--- config.mk ---
export PLATFORM = sky130hd
export DESIGN_NAME = efg_cfg
export DESIGN_NICKNAME = d
export VERILOG_FILES = /design/src/rtl/efg_pkg.sv /design/src/rtl/efg_cfg.sv
export SDC_FILE = /design/constraint.sdc
export NUM_CORES = 1
export LEC_CHECK = 0
export ABC_CLOCK_PERIOD_IN_PS = 900
export BUFFER_PORTS_ARGS = -buffer_cell sky130_fd_sc_hd__buf_2
export CORE_MARGIN = 2
export CORE_UTILIZATION = 50
export CTS_CLUSTER_SIZE = 14
export DETAILED_ROUTE_END_ITERATION = 8
export GPL_ROUTABILITY_DRIVEN = 0
export PLACE_DENSITY_LB_ADDON = 0.12
export SLEW_MARGIN = 10
export SYNTH_ARGS = -nofsm -noshare
export SYNTH_HDL_FRONTEND = slang
export SYNTH_SLANG_ARGS = --single-unit
--- constraint.sdc ---
create_clock -name clk -period 0.9 [get_ports clk]
set_input_delay 0.18 -clock clk [delete_from_list [all_inputs] [get_ports clk]]
set_output_delay 0.18 -clock clk [all_outputs]
set_load 0.1 [all_outputs]
--- src/rtl/efg_pkg.sv ---
// ----------------------------------------------------------------------------
// Envelope follower gate package
// Types, register indices and reset values shared by the block.
// ----------------------------------------------------------------------------
package efg_pkg;

	localparam int SAMPLE_BITS_DEF = 16;
	localparam int Q15_W           = 15;
	localparam int Q15_MAX         = 32767;
	localparam int CFG_INDEX_W     = 3;
	localparam int CFG_DATA_W      = 15;

	localparam logic [Q15_W-1:0] ATTACK_RST  = 15'd16384;
	localparam logic [Q15_W-1:0] RELEASE_RST = 15'd8192;
	localparam logic [Q15_W-1:0] RISE_RST    = 15'd32767;
	localparam logic [Q15_W-1:0] FALL_RST    = 15'd1024;

	typedef enum logic [CFG_INDEX_W-1:0] {
		REG_ATTACK  = 3'd0,
		REG_RELEASE = 3'd1,
		REG_RISE    = 3'd2,
		REG_FALL    = 3'd3,
		REG_STEREO  = 3'd4
	} cfg_reg_t;

	typedef struct packed {
		logic [Q15_W-1:0] attack_level;
		logic [Q15_W-1:0] release_level;
		logic [Q15_W-1:0] rise_coef;
		logic [Q15_W-1:0] fall_coef;
		logic             stereo_mode;
	} cfg_t;

	typedef struct packed {
		logic [Q15_W-1:0] envelope;
		logic             gate_open;
		logic             attack;
		logic             release_hit;
	} upd_t;

endpackage

--- src/rtl/efg_cfg.sv ---
// ----------------------------------------------------------------------------
// Envelope follower gate configuration registers
// Holds the thresholds, coefficients and stereo switch.
// ----------------------------------------------------------------------------
module efg_cfg (
	input  logic                              clk,
	input  logic                              arst_n,
	input  logic                              cfg_wen,
	input  logic [efg_pkg::CFG_INDEX_W-1:0]   cfg_index,
	input  logic [efg_pkg::CFG_DATA_W-1:0]    cfg_data,
	output efg_pkg::cfg_t                     cfg
);
	import efg_pkg::*;

	cfg_t cfg_q;

	always_ff @(posedge clk or negedge arst_n) begin
		if (!arst_n) begin
			cfg_q.attack_level  <= ATTACK_RST;
			cfg_q.release_level <= RELEASE_RST;
			cfg_q.rise_coef     <= RISE_RST;
			cfg_q.fall_coef     <= FALL_RST;
			cfg_q.stereo_mode   <= 1'b0;
		end else if (cfg_wen) begin
			case (cfg_index)
				REG_ATTACK:  cfg_q.attack_level  <= cfg_data[Q15_W-1:0];
				REG_RELEASE: cfg_q.release_level <= cfg_data[Q15_W-1:0];
				REG_RISE:    cfg_q.rise_coef     <= cfg_data[Q15_W-1:0];
				REG_FALL:    cfg_q.fall_coef     <= cfg_data[Q15_W-1:0];
				REG_STEREO:  cfg_q.stereo_mode   <= cfg_data[0];
				default: ;
			endcase
		end
	end

	assign cfg = cfg_q;

endmodule

==> metrics.md, run 1 <==
| Metric | Value |
|---|---|
| Fail Step | `clock tree synthesis` |
| Yosys top cell area share | `43.43%` |
| Syn Nets | `~150` |
| Io pins | `slightly above 80` |
| Initial core utilization | `roughly 52%` |
| Sink Count | `61` |
| Syn avg cell area | `between 15 and 20 sq um` |
| Row count | `25` |
| Sequential share of the synthesized area | `roughly 63%` |
| Root Buffer Master | `clkbuf_8` |
| Error message | `[ERROR DPL-0033] detailed placement checks failed during check placement.` |
| H-tree levels | `3` |
| Post-synthesis register bit count | `between 60 and 70` |
| Cell Area, Synth | `0.002477 sq mm` |
| Port bufs | `between 80 and 90` |
| Die width | `between 70 and 80 microns` |
| Clock Tree Buf Depth | `2` |
| Die height | `about 74 microns` |
| Area after DPL | `0.004194 sq mm` |
| Netlist cell types | `11` |
| Post-CTS sizing | `35` |
| Post-synthesis cell count | `133` |
| Yosys top cell by area | `dfrtp_1` |
| Status | `did not finish` |
| Setup bufs post-CTS | `21` |
| Syn. warnings | `0` |
| Number of buffers created by CTS | `9` |
| Dpl hpwl | `~5.1 mm` |
| Synth area leaders | `dfrtp_1 43%, dfstp_2 19%, mux2_4 18%, mux2_2 14%, and4bb_1 1.0%` |
| CTS Hold Buffers Added | `1` |
==> logic make-up after synthesis <==
kind of cell  Yosys count  synth area share, %
buf+inv                 6                2.121
flops                  61                62.53
mux                    61                32.27
simple gates            5                3.080
==> stage by stage <==
stage / utilization [%] / hold slack (ns) / std cells / setup slack, ns
2_1_floorplan: - / -0.1156 / 133 / -0.3381
3_5_place_dp: 88.21 / 0.2147 / 287 / -0.4505
3_3_place_gp: 88.21 / 0.2024 / 287 / -0.3766
==> Yosys cell counts <==
cell / n
mux2_4: 30
nor4b_4: 1
and4bb_2: 1
dfstp_2: 18
and4bb_1: 2
buf_8: 1
dfrtp_1: 43
buf_6: 2
buf_2: 3
mux2_2: 31
nand4b_2: 1
==> run 2, diff against run 1 <==
Settings changed: CORE_UTILIZATION 50 to 40, CTS_CLUSTER_SIZE 14 to not set, PLACE_DENSITY_LB_ADDON 0.12 to 0.15.
==> run 2 against run 1 <==
The flow now finishes, with violations (setup timing); area after synthesis unchanged; synthesized cell count unchanged.
==> metrics.md, run 2 <==
| Metric | Value |
|---|---|
| Status | `finished, violations left` |
| Failing checks | `setup timing` |
| CP Max Fanout | `2` |
| Most frequent cells in the layout | `66 x buf_12, 59 x mux2_4, 24 x dfrtp_2, 19 x dfrtp_4, 18 x dfstp_4` |
| Vias in the first global route | `about 1800` |
| Largest net degree at the start of global routing | `30` |
| Syn avg cell area | `~19 sq um` |
| Grt ovf | `0` |
| Row count | `28` |
| DRT antenna net count | `0` |
| Root Buffer Master | `clkbuf_8` |
| Via count | `1588` |
| Reg area | `0.001718 sq mm` |
| Total core area | `~0.0060 sq mm` |
| Die footprint | `about 0.007 sq mm` |
| HP Class | `primary input to register` |
| Initial core utilization | `between 40% and 50%` |
| Cell Area, Synth | `0.002477 sq mm` |
| GRT Util Overall | `roughly a fifth` |
| Share of cells above drive strength 1 | `between 90% and 100%` |
| Area grow syn2layout | `87.93%` |
| Synth area leaders | `dfrtp_1 43%, dfstp_2 19%, mux2_4 18%, mux2_2 14%, and4bb_1 1.0%` |
| Most used DFF post-synth | `dfrtp_1` |
| Worst hold start | `cfg_data[7]` |
| Peak VDD IR | `~2.0 mV` |
| Maxcap violations | `0` |
| Port bufs | `81` |
| WP data arrival | `about 1.2 ns` |
| Area of the multi-input gates | `around 1000 sq um` |
| Most common cell in the netlist | `dfrtp_1` |
| Dpl cells | `~300` |
| H-tree levels | `3` |
| Crit path largest cell delay | `between 0.6 and 0.7 ns` |
| Post-Place Setup Slack | `-0.4407 ns` |
| Pins Over Slew Limit | `0` |
| Initial antenna violation count | `0` |
| Commonest cells in the netlist | `43 x dfrtp_1, 31 x mux2_2, 30 x mux2_4` |
| Yosys top cell by area | `dfrtp_1` |
| Pleak | `between 2 and 2.5 nW` |
| Crit-path cells | `buf_12` |
| Cell Count, Final, Fillers Out | `325` |
| Initial DRC Count | `36` |
| Post-synthesis register bit count | `61` |
| DR WL/cell | `slightly below 20 microns` |
| Clock Tree Buf Depth | `2` |
| Syn Nets | `between 150 and 200` |
| Async S/R FF share, synth | `100.0%` |
| Setup Crit Path Kind | `register to output port` |
| Post-synthesis cell count | `~130` |
| Final Cycle Share | `147.6%` |
| CP top delay family | `flip-flops` |
| Slowest-stage cell, CP | `dfstp_4` |
| Yosys top cell area share | `a little over two fifths` |
| CTS clk-pin slew, worst paths | `0.07 ns` |
| Final setup margin | `-0.4285 ns` |
| Crit. End Element | `output port` |
| Final hold violation count | `0` |
| Die height | `slightly above 80 microns` |
| Drt drc | `0` |
| Fillers | `339` |
| Skew-Pair Late Insertion Delay | `~0.33 ns` |
| First-pass DRT Iterations | `4` |
| Layout Skew | `0 ns` |
| Crit path required time | `0.72 ns` |
| Crit path buf inv count | `1` |
| Sink Count | `61` |
| Sequential share of the synthesized area | `between 60% and 70%` |
| Fmax | `between 0.7 and 0.8 GHz` |
| CTS tree | `built` |
| Syn. warnings | `0` |
| Fin crit period | `around 1.3 ns` |
| Number of buffers created by CTS | `9` |
| Via density | `4.886` |
| Final wirelength | `between 6 and 7 mm` |
| Hold slack | `around 0.13 ns` |
| Max_slew headroom | `between 70% and 80%` |
| Die width | `about 83 microns` |
| Final layout net count | `266` |
| Worst-Margin Slew | `roughly 0.34 ns` |
| Antenna cell count | `0` |
| Unrepaired setup endpoints after global routing | `true` |
| Worst flop-to-flop path startpoint | `cfg[8]` |
| Netlist cell types | `11` |
| PD cells | `3267 mW/mm^2` |
| Commonest non-fill, non-tap cell in the layout | `buf_12` |
| Final setup fails | `a little under 100` |
| Global-route wire length before repair | `10.26 mm` |
| Max reg flops | `around 60` |
| Critical path launch point | `cfg[30]` |
| Total power draw | `~15 mW` |
| Worst setup SP type | `register` |
| Io pins | `82` |
| Post-synth EDFFs | `0` |
| Dpl hpwl | `approximately 4.5 mm` |
## run 2: cell counts after synthesis
Identical to the previous run, type by type.
## run 2: logic make-up after synthesis
| logic type | count (synthesis) | share of synthesized area, % |
|---|---|---|
| mux | 61 | 32.27 |
| flops | 61 | 62.53 |
| buf+inv | 6 | 2.121 |
| simple gates | 5 | 3.080 |
## run 2: routing by layer
layer / GRT usage [%] / wire, microns / vias up / part of all wire [%]
met1: 27.17 / 2666 / 813 / 42
met2: 34.35 / 3276 / 60 / 52
met4: 8.361 / 106 / 0 / 1.7
li1: - / - / 702 / -
met3: 4.891 / 304 / 13 / 4.8
met5: 0 / 0 / - / 0
## run 2: per-stage QoR
stage,setup TNS [ns],util (%),instance area [sq um]
after floorplan,-12.44,-,2753
after global placement,-20.88,71.09,4234
after detailed placement,-22.72,71.09,4234
after CTS,-19.70,77.69,4627
after global routing,-21.61,78.17,4656
final,-19.60,78.17,4656
## run 2: timing repair
action,in CTS,in global routing
buffers inserted,11,6
cloned,1,0
hold endpoints to repair,46,0
pin swaps,2,1
endpoints found under the setup margin,87,101
hold buffers,1,0
gates resized for setup,31,8
## run 2: worst paths after layout
check                      endpoint  slack [ns]  cells after the start
max                         cfg[30]       -0.43                      1
max in group asynchronous   cfg[44]        0.16                      3
min in group asynchronous    cfg[8]        0.25                      2
min reg2reg                 cfg[40]        0.56                      1
min                         cfg[38]        0.13                      2
max reg2reg                  cfg[8]       -0.07                      2
## run 2: area by class of cell
cell class	instances	area share, %
timing repair buffer	107	36.09
clock inverter	7	0.9137
sequential	61	36.90
tap	75	2.016
multi-input combinational	66	21.42
clock buffer	9	2.661
## run 2: power breakdown
group / switching (mW) / internal [mW]
clock: 1.05 / 0.974
combinational: 5.23 / 3.42
sequential: 0.757 / 3.78
Power figures use the tool's default switching activity.
